<file path="src/address_breakpoint_unit_macros.svh">
// Assertion macros shared by the breakpoint unit.
`ifndef ADDRESS_BREAKPOINT_UNIT_MACROS_SVH
`define ADDRESS_BREAKPOINT_UNIT_MACROS_SVH

// Same-cycle implication.
`define ABU_ASSERT_NOW(lbl, clk, rst, ante, cons) \
   lbl: assert property (@(posedge clk) disable iff (rst) (ante) |-> (cons)) \
      else $error("address_breakpoint_unit: same-cycle check failed");

// Next-cycle implication.
`define ABU_ASSERT_NEXT(lbl, clk, rst, ante, cons) \
   lbl: assert property (@(posedge clk) disable iff (rst) (ante) |=> (cons)) \
      else $error("address_breakpoint_unit: next-cycle check failed");

`endif

</file>
<file path="src/abu_pkg.sv">
package abu_pkg;

   localparam int ADDR_W  = 64;
   localparam int MODE_W  = 3;
   localparam int SLOT_W  = 4;
   localparam int INDEX_W = 8;
   localparam int ENTRY_W = ADDR_W + MODE_W + 1;

   localparam logic [MODE_W-1:0] MODE_RW = 3'b011;

   localparam logic [1:0] STATUS_OK      = 2'd0;
   localparam logic [1:0] STATUS_FULL    = 2'd1;
   localparam logic [1:0] STATUS_BAD_IDX = 2'd2;

   typedef enum logic [1:0] {
      KIND_ACCESS = 2'd0,
      KIND_FINISH = 2'd1,
      KIND_ADD    = 2'd2,
      KIND_DELETE = 2'd3
   } kind_type;

   typedef enum logic [1:0] {
      ST_IDLE,
      ST_DECODE,
      ST_SCAN,
      ST_WRITE
   } state_type;

   typedef struct packed {
      logic load;
      logic scan_start;
      logic scan_step;
      logic commit;
   } cmd_type;

   typedef struct packed {
      kind_type kind;
      logic     ignore;
      logic     scan_hit;
      logic     scan_end;
      logic     out_free;
   } sts_type;

endpackage

</file>
<file path="src/abu_ctrl.sv">
module abu_ctrl (
   input  logic             clock,
   input  logic             reset,
   input  logic             req_valid,
   output logic             req_ready,
   input  abu_pkg::sts_type sts,
   output abu_pkg::cmd_type cmd
);

   abu_pkg::state_type state_ff;
   abu_pkg::state_type state_in;
   logic               scan_needed;

   assign scan_needed = (sts.kind == abu_pkg::KIND_ADD) ||
                        ((sts.kind == abu_pkg::KIND_ACCESS) && !sts.ignore);

   always_ff @(posedge clock) begin
      if (reset) begin
         state_ff <= abu_pkg::ST_IDLE;
      end else begin
         state_ff <= state_in;
      end
   end

   // next state
   always_comb begin
      state_in = state_ff;
      unique case (state_ff)
         abu_pkg::ST_IDLE: begin
            if (req_valid) state_in = abu_pkg::ST_DECODE;
         end
         abu_pkg::ST_DECODE: begin
            state_in = scan_needed ? abu_pkg::ST_SCAN : abu_pkg::ST_WRITE;
         end
         abu_pkg::ST_SCAN: begin
            if (sts.scan_hit || sts.scan_end) state_in = abu_pkg::ST_WRITE;
         end
         abu_pkg::ST_WRITE: begin
            if (sts.out_free) state_in = abu_pkg::ST_IDLE;
         end
         default: state_in = abu_pkg::ST_IDLE;
      endcase
   end

   // outputs
   always_comb begin
      req_ready      = 1'b0;
      cmd.load       = 1'b0;
      cmd.scan_start = 1'b0;
      cmd.scan_step  = 1'b0;
      cmd.commit     = 1'b0;
      unique case (state_ff)
         abu_pkg::ST_IDLE: begin
            req_ready = 1'b1;
            cmd.load  = req_valid;
         end
         abu_pkg::ST_DECODE: begin
            cmd.scan_start = scan_needed;
         end
         abu_pkg::ST_SCAN: begin
            cmd.scan_step = !(sts.scan_hit || sts.scan_end);
         end
         abu_pkg::ST_WRITE: begin
            cmd.commit = sts.out_free;
         end
         default: begin
            req_ready = 1'b0;
         end
      endcase
   end

endmodule

</file>
<file path="src/abu_dp.sv">
`include "address_breakpoint_unit_macros.svh"

module abu_dp #(
   parameter int NUM_ENTRIES = 16
) (
   input  logic                          clock,
   input  logic                          reset,
   input  abu_pkg::cmd_type              cmd,
   output abu_pkg::sts_type              sts,
   input  logic [1:0]                    req_kind,
   input  logic [abu_pkg::ADDR_W-1:0]    req_access_addr,
   input  logic [abu_pkg::ADDR_W-1:0]    req_access_phys_addr,
   input  logic [abu_pkg::MODE_W-1:0]    req_access_mode,
   input  logic                          req_access_is_save_unsave,
   input  logic [abu_pkg::ADDR_W-1:0]    req_bp_addr,
   input  logic [abu_pkg::MODE_W-1:0]    req_bp_mode,
   input  logic                          req_bp_physical,
   input  logic [abu_pkg::INDEX_W-1:0]   req_bp_index,
   input  logic                          rsp_ready,
   output logic                          rsp_valid,
   output logic [1:0]                    rsp_status,
   output logic [abu_pkg::SLOT_W-1:0]    rsp_slot_index,
   output logic                          rsp_break_now,
   output logic                          rsp_break_is_physical,
   output logic [abu_pkg::ADDR_W-1:0]    rsp_break_addr,
   output logic                          rsp_pause_now
);

   localparam int IDX_W = (NUM_ENTRIES > 1) ? $clog2(NUM_ENTRIES) : 1;

   // latched request
   abu_pkg::kind_type               kind_ff;
   logic [abu_pkg::ADDR_W-1:0]      vaddr_ff;
   logic [abu_pkg::ADDR_W-1:0]      paddr_ff;
   logic [abu_pkg::MODE_W-1:0]      amode_ff;
   logic                            save_ff;
   logic [abu_pkg::ADDR_W-1:0]      bp_addr_ff;
   logic [abu_pkg::MODE_W-1:0]      bp_mode_ff;
   logic                            bp_phys_ff;
   logic [abu_pkg::INDEX_W-1:0]     bp_index_ff;

   // table
   logic [abu_pkg::ENTRY_W-1:0]     mem [NUM_ENTRIES];
   logic [NUM_ENTRIES-1:0]          valid_ff;
   logic [NUM_ENTRIES-1:0]          valid_in;

   // scan pipeline
   logic [IDX_W-1:0]                ptr_ff;
   logic [IDX_W-1:0]                cmp_idx_ff;
   logic                            cmp_vld_ff;
   logic                            cmp_valid_bit_ff;
   logic [abu_pkg::ENTRY_W-1:0]     rd_entry_ff;

   // flags
   logic                            ignore_ff;
   logic                            ignore_in;
   logic                            pending_ff;
   logic                            pending_in;

   // output register
   logic                            rsp_valid_ff;
   logic                            rsp_valid_in;
   logic [1:0]                      rsp_status_ff;
   logic [1:0]                      rsp_status_in;
   logic [abu_pkg::SLOT_W-1:0]      rsp_slot_ff;
   logic [abu_pkg::SLOT_W-1:0]      rsp_slot_in;
   logic                            rsp_break_now_ff;
   logic                            rsp_break_now_in;
   logic                            rsp_break_phys_ff;
   logic                            rsp_break_phys_in;
   logic [abu_pkg::ADDR_W-1:0]      rsp_break_addr_ff;
   logic [abu_pkg::ADDR_W-1:0]      rsp_break_addr_in;
   logic                            rsp_pause_now_ff;
   logic                            rsp_pause_now_in;

   logic                            ent_phys;
   logic [abu_pkg::MODE_W-1:0]      ent_mode;
   logic [abu_pkg::ADDR_W-1:0]      ent_addr;
   logic [abu_pkg::ADDR_W-1:0]      cmp_addr;
   logic                            access_match;
   logic                            scan_hit;
   logic                            scan_end;
   logic                            del_ok;
   logic                            delayed;
   logic [IDX_W+abu_pkg::SLOT_W-1:0] idx_ext;
   logic                            access_hit;
   logic                            pause_due;

   always_ff @(posedge clock) begin
      if (cmd.load) begin
         kind_ff     <= abu_pkg::kind_type'(req_kind);
         vaddr_ff    <= req_access_addr;
         paddr_ff    <= req_access_phys_addr;
         amode_ff    <= req_access_mode;
         save_ff     <= req_access_is_save_unsave;
         bp_addr_ff  <= req_bp_addr;
         bp_mode_ff  <= req_bp_mode;
         bp_phys_ff  <= req_bp_physical;
         bp_index_ff <= req_bp_index;
      end
   end

   // entry memory: one write port, one registered read port
   always_ff @(posedge clock) begin
      if (cmd.commit && (kind_ff == abu_pkg::KIND_ADD) && scan_hit) begin
         mem[cmp_idx_ff] <= {bp_phys_ff, bp_mode_ff, bp_addr_ff};
      end
   end

   always_ff @(posedge clock) begin
      if (cmd.scan_step) begin
         rd_entry_ff      <= mem[ptr_ff];
         cmp_valid_bit_ff <= valid_ff[ptr_ff];
         cmp_idx_ff       <= ptr_ff;
      end
   end

   always_ff @(posedge clock) begin
      if (reset) begin
         ptr_ff     <= '0;
         cmp_vld_ff <= 1'b0;
      end else if (cmd.load || cmd.scan_start) begin
         ptr_ff     <= '0;
         cmp_vld_ff <= 1'b0;
      end else if (cmd.scan_step) begin
         ptr_ff     <= ptr_ff + 1'b1;
         cmp_vld_ff <= 1'b1;
      end
   end

   assign {ent_phys, ent_mode, ent_addr} = rd_entry_ff;
   assign cmp_addr     = ent_phys ? paddr_ff : vaddr_ff;
   assign access_match = cmp_valid_bit_ff && ((ent_mode & amode_ff) != '0) &&
                         (ent_addr == cmp_addr);
   assign scan_hit     = cmp_vld_ff && ((kind_ff == abu_pkg::KIND_ADD) ?
                                        !cmp_valid_bit_ff : access_match);
   assign scan_end     = cmp_vld_ff && !scan_hit &&
                         (cmp_idx_ff == IDX_W'(NUM_ENTRIES - 1));
   assign del_ok       = (bp_index_ff < abu_pkg::INDEX_W'(NUM_ENTRIES)) &&
                         valid_ff[bp_index_ff[IDX_W-1:0]];
   assign delayed      = ((amode_ff & abu_pkg::MODE_RW) != '0) && save_ff;
   assign idx_ext      = {{abu_pkg::SLOT_W{1'b0}}, cmp_idx_ff};

   always_comb begin
      valid_in = valid_ff;
      if (cmd.commit) begin
         if ((kind_ff == abu_pkg::KIND_ADD) && scan_hit) begin
            valid_in[cmp_idx_ff] = 1'b1;
         end else if ((kind_ff == abu_pkg::KIND_DELETE) && del_ok) begin
            valid_in[bp_index_ff[IDX_W-1:0]] = 1'b0;
         end
      end
   end

   always_comb begin
      ignore_in         = ignore_ff;
      pending_in        = pending_ff;
      rsp_valid_in      = rsp_valid_ff && !rsp_ready;
      rsp_status_in     = rsp_status_ff;
      rsp_slot_in       = rsp_slot_ff;
      rsp_break_now_in  = rsp_break_now_ff;
      rsp_break_phys_in = rsp_break_phys_ff;
      rsp_break_addr_in = rsp_break_addr_ff;
      rsp_pause_now_in  = rsp_pause_now_ff;
      if (cmd.commit) begin
         rsp_valid_in      = 1'b1;
         rsp_status_in     = abu_pkg::STATUS_OK;
         rsp_slot_in       = '0;
         rsp_break_now_in  = 1'b0;
         rsp_break_phys_in = 1'b0;
         rsp_break_addr_in = '0;
         rsp_pause_now_in  = 1'b0;
         unique case (kind_ff)
            abu_pkg::KIND_ACCESS: begin
               if (!ignore_ff && scan_hit) begin
                  ignore_in         = 1'b1;
                  rsp_slot_in       = idx_ext[abu_pkg::SLOT_W-1:0];
                  rsp_break_phys_in = ent_phys;
                  rsp_break_addr_in = cmp_addr;
                  // SAVE/UNSAVE data accesses defer the break to instruction end
                  if (delayed) begin
                     pending_in = 1'b1;
                  end else begin
                     rsp_break_now_in = 1'b1;
                  end
               end
            end
            abu_pkg::KIND_FINISH: begin
               ignore_in        = 1'b0;
               pending_in       = 1'b0;
               rsp_pause_now_in = pending_ff;
            end
            abu_pkg::KIND_ADD: begin
               if (scan_hit) begin
                  rsp_slot_in = idx_ext[abu_pkg::SLOT_W-1:0];
               end else begin
                  rsp_status_in = abu_pkg::STATUS_FULL;
               end
            end
            abu_pkg::KIND_DELETE: begin
               if (!del_ok) rsp_status_in = abu_pkg::STATUS_BAD_IDX;
            end
            default: begin
               rsp_status_in = abu_pkg::STATUS_OK;
            end
         endcase
      end
   end

   always_ff @(posedge clock) begin
      if (reset) begin
         valid_ff     <= '0;
         ignore_ff    <= 1'b0;
         pending_ff   <= 1'b0;
         rsp_valid_ff <= 1'b0;
      end else begin
         valid_ff     <= valid_in;
         ignore_ff    <= ignore_in;
         pending_ff   <= pending_in;
         rsp_valid_ff <= rsp_valid_in;
      end
   end

   always_ff @(posedge clock) begin
      rsp_status_ff     <= rsp_status_in;
      rsp_slot_ff       <= rsp_slot_in;
      rsp_break_now_ff  <= rsp_break_now_in;
      rsp_break_phys_ff <= rsp_break_phys_in;
      rsp_break_addr_ff <= rsp_break_addr_in;
      rsp_pause_now_ff  <= rsp_pause_now_in;
   end

   assign sts.kind     = kind_ff;
   assign sts.ignore   = ignore_ff;
   assign sts.scan_hit = scan_hit;
   assign sts.scan_end = scan_end;
   assign sts.out_free = !rsp_valid_ff || rsp_ready;

   assign rsp_valid             = rsp_valid_ff;
   assign rsp_status            = rsp_status_ff;
   assign rsp_slot_index        = rsp_slot_ff;
   assign rsp_break_now         = rsp_break_now_ff;
   assign rsp_break_is_physical = rsp_break_phys_ff;
   assign rsp_break_addr        = rsp_break_addr_ff;
   assign rsp_pause_now         = rsp_pause_now_ff;

   assign access_hit = cmd.commit && (kind_ff == abu_pkg::KIND_ACCESS) && scan_hit;
   assign pause_due  = cmd.commit && (kind_ff == abu_pkg::KIND_FINISH) && pending_ff;

   `ABU_ASSERT_NOW(a_hit_end_excl, clock, reset, scan_hit, !scan_end)
   `ABU_ASSERT_NEXT(a_commit_fills_out, clock, reset, cmd.commit, rsp_valid_ff)
   `ABU_ASSERT_NEXT(a_break_sets_ignore, clock, reset, access_hit, ignore_ff)
   `ABU_ASSERT_NEXT(a_pause_due, clock, reset, pause_due, rsp_pause_now_ff && !pending_ff)

endmodule

</file>
<file path="src/address_breakpoint_unit.sv">
// Channel    | Direction | Handshake             | Moves
// -----------+-----------+-----------------------+----------------------------------
// req_*      | in        | req_valid / req_ready | one request: access/finish/add/del
// rsp_*      | out       | rsp_valid / rsp_ready | one result per request
//
// Access and add requests scan the table one slot per cycle through the single
// address comparator fed by the entry memory's registered read port; finish, delete
// and ignored accesses go from decode straight to the write step. Reset (synchronous)
// clears the valid bits, the ignore and pending flags and the handshake state; the
// entry memory is not cleared. A result waits in the output register, so a new
// request is taken while it is not yet read; a stalled result output holds the next
// request in its final step.
module address_breakpoint_unit #(
   parameter int NUM_ENTRIES = 16
) (
   input  logic                          clock,
   input  logic                          reset,
   input  logic                          req_valid,
   output logic                          req_ready,
   input  logic [1:0]                    req_kind,
   input  logic [abu_pkg::ADDR_W-1:0]    req_access_addr,
   input  logic [abu_pkg::ADDR_W-1:0]    req_access_phys_addr,
   input  logic [abu_pkg::MODE_W-1:0]    req_access_mode,
   input  logic                          req_access_is_save_unsave,
   input  logic [abu_pkg::ADDR_W-1:0]    req_bp_addr,
   input  logic [abu_pkg::MODE_W-1:0]    req_bp_mode,
   input  logic                          req_bp_physical,
   input  logic [abu_pkg::INDEX_W-1:0]   req_bp_index,
   output logic                          rsp_valid,
   input  logic                          rsp_ready,
   output logic [1:0]                    rsp_status,
   output logic [abu_pkg::SLOT_W-1:0]    rsp_slot_index,
   output logic                          rsp_break_now,
   output logic                          rsp_break_is_physical,
   output logic [abu_pkg::ADDR_W-1:0]    rsp_break_addr,
   output logic                          rsp_pause_now
);

   // command and status between sequencer and datapath
   abu_pkg::cmd_type cmd;
   abu_pkg::sts_type sts;

   // sequencer: accept, decode, scan the table, commit the result
   abu_ctrl u_ctrl (
      .clock     (clock),
      .reset     (reset),
      .req_valid (req_valid),
      .req_ready (req_ready),
      .sts       (sts),
      .cmd       (cmd)
   );

   // datapath: request latch, entry table, comparator, flags, output register
   abu_dp #(
      .NUM_ENTRIES (NUM_ENTRIES)
   ) u_dp (
      .clock                     (clock),
      .reset                     (reset),
      .cmd                       (cmd),
      .sts                       (sts),
      .req_kind                  (req_kind),
      .req_access_addr           (req_access_addr),
      .req_access_phys_addr      (req_access_phys_addr),
      .req_access_mode           (req_access_mode),
      .req_access_is_save_unsave (req_access_is_save_unsave),
      .req_bp_addr               (req_bp_addr),
      .req_bp_mode               (req_bp_mode),
      .req_bp_physical           (req_bp_physical),
      .req_bp_index              (req_bp_index),
      .rsp_ready                 (rsp_ready),
      .rsp_valid                 (rsp_valid),
      .rsp_status                (rsp_status),
      .rsp_slot_index            (rsp_slot_index),
      .rsp_break_now             (rsp_break_now),
      .rsp_break_is_physical     (rsp_break_is_physical),
      .rsp_break_addr            (rsp_break_addr),
      .rsp_pause_now             (rsp_pause_now)
   );

endmodule

</file>
<file path="config.mk">
export PLATFORM = sky130hd
export DESIGN_NAME = address_breakpoint_unit
export DESIGN_NICKNAME = d
export VERILOG_FILES = /design/src/abu_pkg.sv /design/src/abu_ctrl.sv /design/src/abu_dp.sv /design/src/address_breakpoint_unit.sv
export VERILOG_INCLUDE_DIRS = /design/src /design/src/src
export SDC_FILE = /design/constraint.sdc
export NUM_CORES = 1
export LEC_CHECK = 0
export BUFFER_PORTS_ARGS = -buffer_cell sky130_fd_sc_hd__buf_2
export CORE_UTILIZATION = 39
export CTS_CLUSTER_DIAMETER = 200
export CTS_CLUSTER_SIZE = 14
export DETAILED_ROUTE_END_ITERATION = 8
export SLEW_MARGIN = 5
export SYNTH_ARGS = -nofsm -noshare
export SYNTH_HDL_FRONTEND = slang
export SYNTH_HIERARCHICAL = 1
export SYNTH_SLANG_ARGS = --single-unit
</file>
<file path="constraint.sdc">
create_clock -name clock -period 22.9 [get_ports clock]
set_input_delay 3.435 -clock clock [delete_from_list [all_inputs] [get_ports clock]]
set_output_delay 3.435 -clock clock [all_outputs]
set_load 0.03 [all_outputs]
</file>
== Word level (Yosys, flattened, before mapping) ==
Memory sizes are Yosys's and may differ from the RTL's. A register that Yosys moved wholly into a read port is not among the register bits.
Index checks and enable logic that the tools add are counted.
Word-level totals
  flip-flop bits (word level): 314
  memory bits (writable): 1088
  input bits: 214
  output and inout bits: 75
  memories kept: 1
Memory list
  u_dp.mem: words 16, width 68, read ports 1, clocked after memory_dff 1, wr ports 1, line abu_dp.sv:43  | logic [abu_pkg::ENTRY_W-1:0] mem [NUM_ENTRIES];
Operators by class
  add/subtract/negate cells: 1
  magnitude comparators: 6
  eq/ne operators: 13
  mux-type cells: 37
  bitwise operators: 4
  reduce and logical (&&, ||, !) cells: 38
Operators by type and width (number)
  64-bit == test: 1
  64-bit 2-to-1 mux: 1
  16-bit 2-to-1 mux: 2
  1-bit 2-to-1 mux: 19
  16-bit bitwise AND: 1
  1-bit logical AND: 16
  16-bit inverter: 1
  16-bit OR: 1
  4-bit by 5-bit < comparator with 1-bit output (second input constant): 3
  1-bit binary-select mux with 4-bit select: 2
  1-bit demux with 4-bit select: 2
  2-bit == test (second input constant): 4
  4-bit by 1-bit greater-or-equal comparator with 1-bit output (second input constant): 2
  8-bit by 5-bit < comparator with 1-bit output (second input constant): 1
  2-bit 2-to-1 mux: 4
  4-bit 2-to-1 mux: 2
  2-bit by 1-bit != test with 1-bit output (second input constant): 4
  2-bit one-hot mux with 4 select lines: 1
  4-bit one-hot mux with 2 select lines: 1
  1-bit zero test: 6
  3-bit AND reduction: 2
  3-bit nonzero test: 2
  4-bit by 1-bit adder with 4-bit output (second input constant): 1
  2-bit by 1-bit == test with 1-bit output (second input constant): 2
  other kinds (11): 18

== Logic depth before layout (Yosys ltp) ==
  depth after elaboration: 12
  depth in mapped cells: 16

== Hierarchy ==
Netlist, hierarchy kept.
By module, submodules not included
  abu_dp: instances 1, cells each 2330, area each 54822.6 um2, seq. area each 43842.0 um2
  abu_ctrl: instances 1, cells each 24, area each 203.9 um2, seq. area each 40.0 um2

== Worst setup path after synthesis ==
OpenSTA, ideal clock, no wires.
  path kind: input -> register
  start: input rsp_ready
  end: memory u_dp/mem[6][0] (netlist name) (enable)
  arrival time: 10.778 ns
  setup slack: 11.544 ns
  stages: 6
  path through: nand2b_1 and2_1 inv_1 a211o_1 buf_6 nor3_1
RTL lines
  start, declared: line address_breakpoint_unit.sv:30  | input logic rsp_ready,
  end, declared: line abu_dp.sv:43

==> impl_metrics.ini <==
[worst_setup_path]
crit_chain = buf_2, nand2b_1, and2_4, inv_1, a211o_1, or2_1, nor2_4, buf_4
crit_path_top_delay_cell = nor2_4
startpoint_type = input pin
cp.arrival_ns = 6.67
cpPeakStageDelay_ns = 0.82
cp_data_required_time_ns = 23.24
critPathKind = input pin to flip-flop
path_max_fanout = 44
rrSetupSlack_ns = 16.61
endpoint_kind = flip-flop

[detailed_routing]
drt-vias-per-instance = 5.50
route.detailed.drc = 0
vias = 25300
first_iter_violations = 2703
routedWlPerCell_um = 28.5
drt_first_pass_iters = 7
ant_nets = 0
wirelength_mm = 131

[placed_design]
place_area_mm2 = 0.0588
numPortBuffers = 288
dp_hpwl_mm = 80.8
gp_congestion = 0.914

[synth]
syn_avg_cell_area_um2 = 23.4
synth_seq_cells = 1470
synth_compound_area_frac = 0.00748
synth_top_family_by_area = multiplexers
synth_cell_type_count = 55
synth_area_mm2 = 0.0550
ys_warn_count = 6
yosysSeqAreaShare = 0.797
ys.flop_type = edfxtp_1
synthSimpleGateAreaFrac = 0.0206
synth_mux_area_frac = 0.155
synth_fp_nets = 2574
syn_inst = 2354
synth_fa_ha_area_frac = 0.00136
ys_async_sr_fraction = 0
synth-xor-area-share = 0.00844
synth_edf_count = 1444

[floorplan]
die_w_um = 378
fp.dieH_um = 378
core_area_mm2 = 0.140
initial_utilization = 0.394
boundaryPins = 289
fp-row-count = 137
die-area_mm2 = 0.143

[finish]
n_fill_cell = 11700
finalInstanceArea_mm2 = 0.0619
synthToLayoutAreaGrowth_pct = 12.5
finish.net_count = 2918
post-route-util = 0.443
drive_above_1_share = 0.306

[cts]
htree_levels = 3
cts_tree = done
cts_resized = 0
clockRootBuffer = clkbuf_16
clkSinkCount = 1470
cts_made_buffers = 114
clk_pin_slew_ns = 0.07
clockBufferDepth = 3
post-cts-setup-buffers = 0
clk_latency_ns = 0.74
holdBufCountCts = 0

[sta]
slew_viol_final = 0
hold_viol_final = 0
min_period_ns = 6.32
final-setup-viol-count = 0
rsz0062_at_grt = no
clock_skew_ns = 0.0364
max_clock_freq_mhz = 158
worst_pin_slew_ns = 1.30
setup_tns_ns = 0
slew_headroom = 0.110
period_share = 0.276

[grt]
grt_pass1_wl_mm = 188
grt_overflow_total = 0
grt_usage = 0.184
grt_start_max_net_pins = 112
grt_pass1_vias = 26200
antenna_found_initial = 14

[run]
cap_viol_max_count = 0

[power_and_ir_drop]
power_density_mw_per_mm2 = 94.9
power_leakage_nw = 18.9
vdd_drop_max_v = 0.0000636

[min_path]
holdCritPathClass = flip-flop to flip-flop

[outcome]
status = finished, final reports clean
==> state kept, by name, summed over array words and instances (netlist names), 3 cells and up <==
name                 cells
u_dp/amode_ff            3
u_dp/bp_addr_ff         64
u_dp/bp_index_ff         8
u_dp/bp_mode_ff          3
u_dp/cmp_idx_ff          4
u_dp/mem              1088
u_dp/paddr_ff           64
u_dp/ptr_ff              4
u_dp/rd_entry_ff        68
u_dp/rsp_break_addr     64
u_dp/rsp_slot_index      4
u_dp/vaddr_ff           64
u_dp/valid_ff           16
==> layout by cell type (no fill, tap or decap), types with 7 or more instances in the layout <==
cell       netlist  layout
a21oi_1         19      19
buf_2            2     288
buf_4            5      40
clkbuf_1        61      24
clkbuf_16        0     117
clkinv_2         0       8
dfxtp_1         26      22
edfxtp_1      1444    1444
inv_1           18      10
mux2i_1         65      64
mux4_2         350     350
nand2_1         26      26
nand2b_1        10      10
nand3_1          7       7
nand4_1         13      13
nor2_1          97      95
nor4_1          26      26
o21a_1           7       7
o21ai_0         14      14
xnor2_1         49      49
==> layout make-up <==
type	instances	area (µm²)	share of cell area
Clock inverter	4	61.3	0.000991
Clock buffer	141	3020	0.0488
Timing Repair Buffer	330	1770	0.0286
Multi-Input combinational cell	764	10700	0.173
Tap cell	1876	2350	0.0379
Antenna cell	2	5.00	0.0000809
Sequential cell	1470	43900	0.709
Inverter	18	77.6	0.00125
==> critical path: cells and delay by family <==
kind                   cells  cell delay, ns
AND/OR/NAND/NOR            4            1.67
buffers and inverters      3            0.99
AO/OA/AOI/OAI              1            0.48
==> cell families (layout without fill, tap and decap cells) <==
kind of cell / Yosys count / in the layout
flip-flops: 1470 / 1470
XOR/XNOR: 53 / 53
multiplexers: 416 / 416
buffers and inverters: 120 / 493
adder cells (fa/ha/maj): 6 / 6
other: 0 / 2
AO/OA/AOI/OAI: 63 / 63
AND/OR/NAND/NOR: 226 / 226
==> Yosys cell counts, types with 2 or more instances <==
master / instances / area share
a2111oi_0: 3 / 0.00048
a21oi_1: 19 / 0.0017
a221oi_1: 2 / 0.00032
a22oi_1: 2 / 0.00027
and2_1: 8 / 0.00091
buf_1: 30 / 0.0020
buf_2: 2 / 0.00018
buf_4: 5 / 0.00068
buf_6: 4 / 0.00082
clkbuf_1: 61 / 0.0042
dfxtp_1: 26 / 0.0095
edfxtp_1: 1444 / 0.79
ha_1: 6 / 0.0014
inv_1: 18 / 0.0012
mux2i_1: 65 / 0.012
mux4_2: 350 / 0.14
nand2_1: 26 / 0.0018
nand2b_1: 10 / 0.0011
nand3_1: 7 / 0.00064
nand4_1: 13 / 0.0015
nor2_1: 97 / 0.0066
nor2b_1: 5 / 0.00057
nor3_1: 8 / 0.00073
nor3_2: 3 / 0.00055
nor3b_1: 3 / 0.00041
nor4_1: 26 / 0.0030
o2111a_1: 2 / 0.00041
o21a_1: 7 / 0.00095
o21ai_0: 14 / 0.0013
o21ai_1: 2 / 0.00018
o41ai_1: 3 / 0.00048
or2_2: 3 / 0.00034
or3_1: 6 / 0.00068
or4_1: 2 / 0.00027
xnor2_1: 49 / 0.0078
xor2_1: 4 / 0.00064
==> per-stage QoR <==
step | worst slack, ns | total power (W) | hold slack (ns) | cells
floorplan | 11.54 | 0.00387 | 0.406 | 2354
global placement | 15.86 | 0.00413 | 0.434 | 4457
detailed placement | 15.84 | 0.00415 | 0.465 | 4457
CTS | 16.54 | 0.00593 | 0.479 | 4602
global route | 16.25 | 0.00608 | 0.501 | 4603
finish | 16.58 | 0.00588 | 0.484 | 4605
==> path summary, 6_finish.rpt <==
path,startpoint,endpoint,cells after the start
worst max-delay path,rsp_ready,u_dp/mem[10][22],8
worst min-delay path,u_dp/pending_ff,u_dp/pending_ff,2
worst max register to register,u_dp/rd_entry_ff[67],u_dp/mem[10][22],11
worst min register to register,u_dp/pending_ff,u_dp/pending_ff,2
==> power breakdown <==
part	internal, W	switching, W
Clock	0.000913	0.000878
Combinational	0.000246	0.000412
Sequential	0.00324	0.000183
Total	0.00440	0.00147
==> per-layer routing <==
metal	wire, µm	track usage	share of wire	vias up
met5	38	0	0.00029	-
met4	2990	0.0462	0.023	6
met3	9250	0.0322	0.070	200
met2	62500	0.294	0.48	1066
met1	56500	0.262	0.43	13500
li1	-	-	-	10500
(Power assumes the default switching activity.)
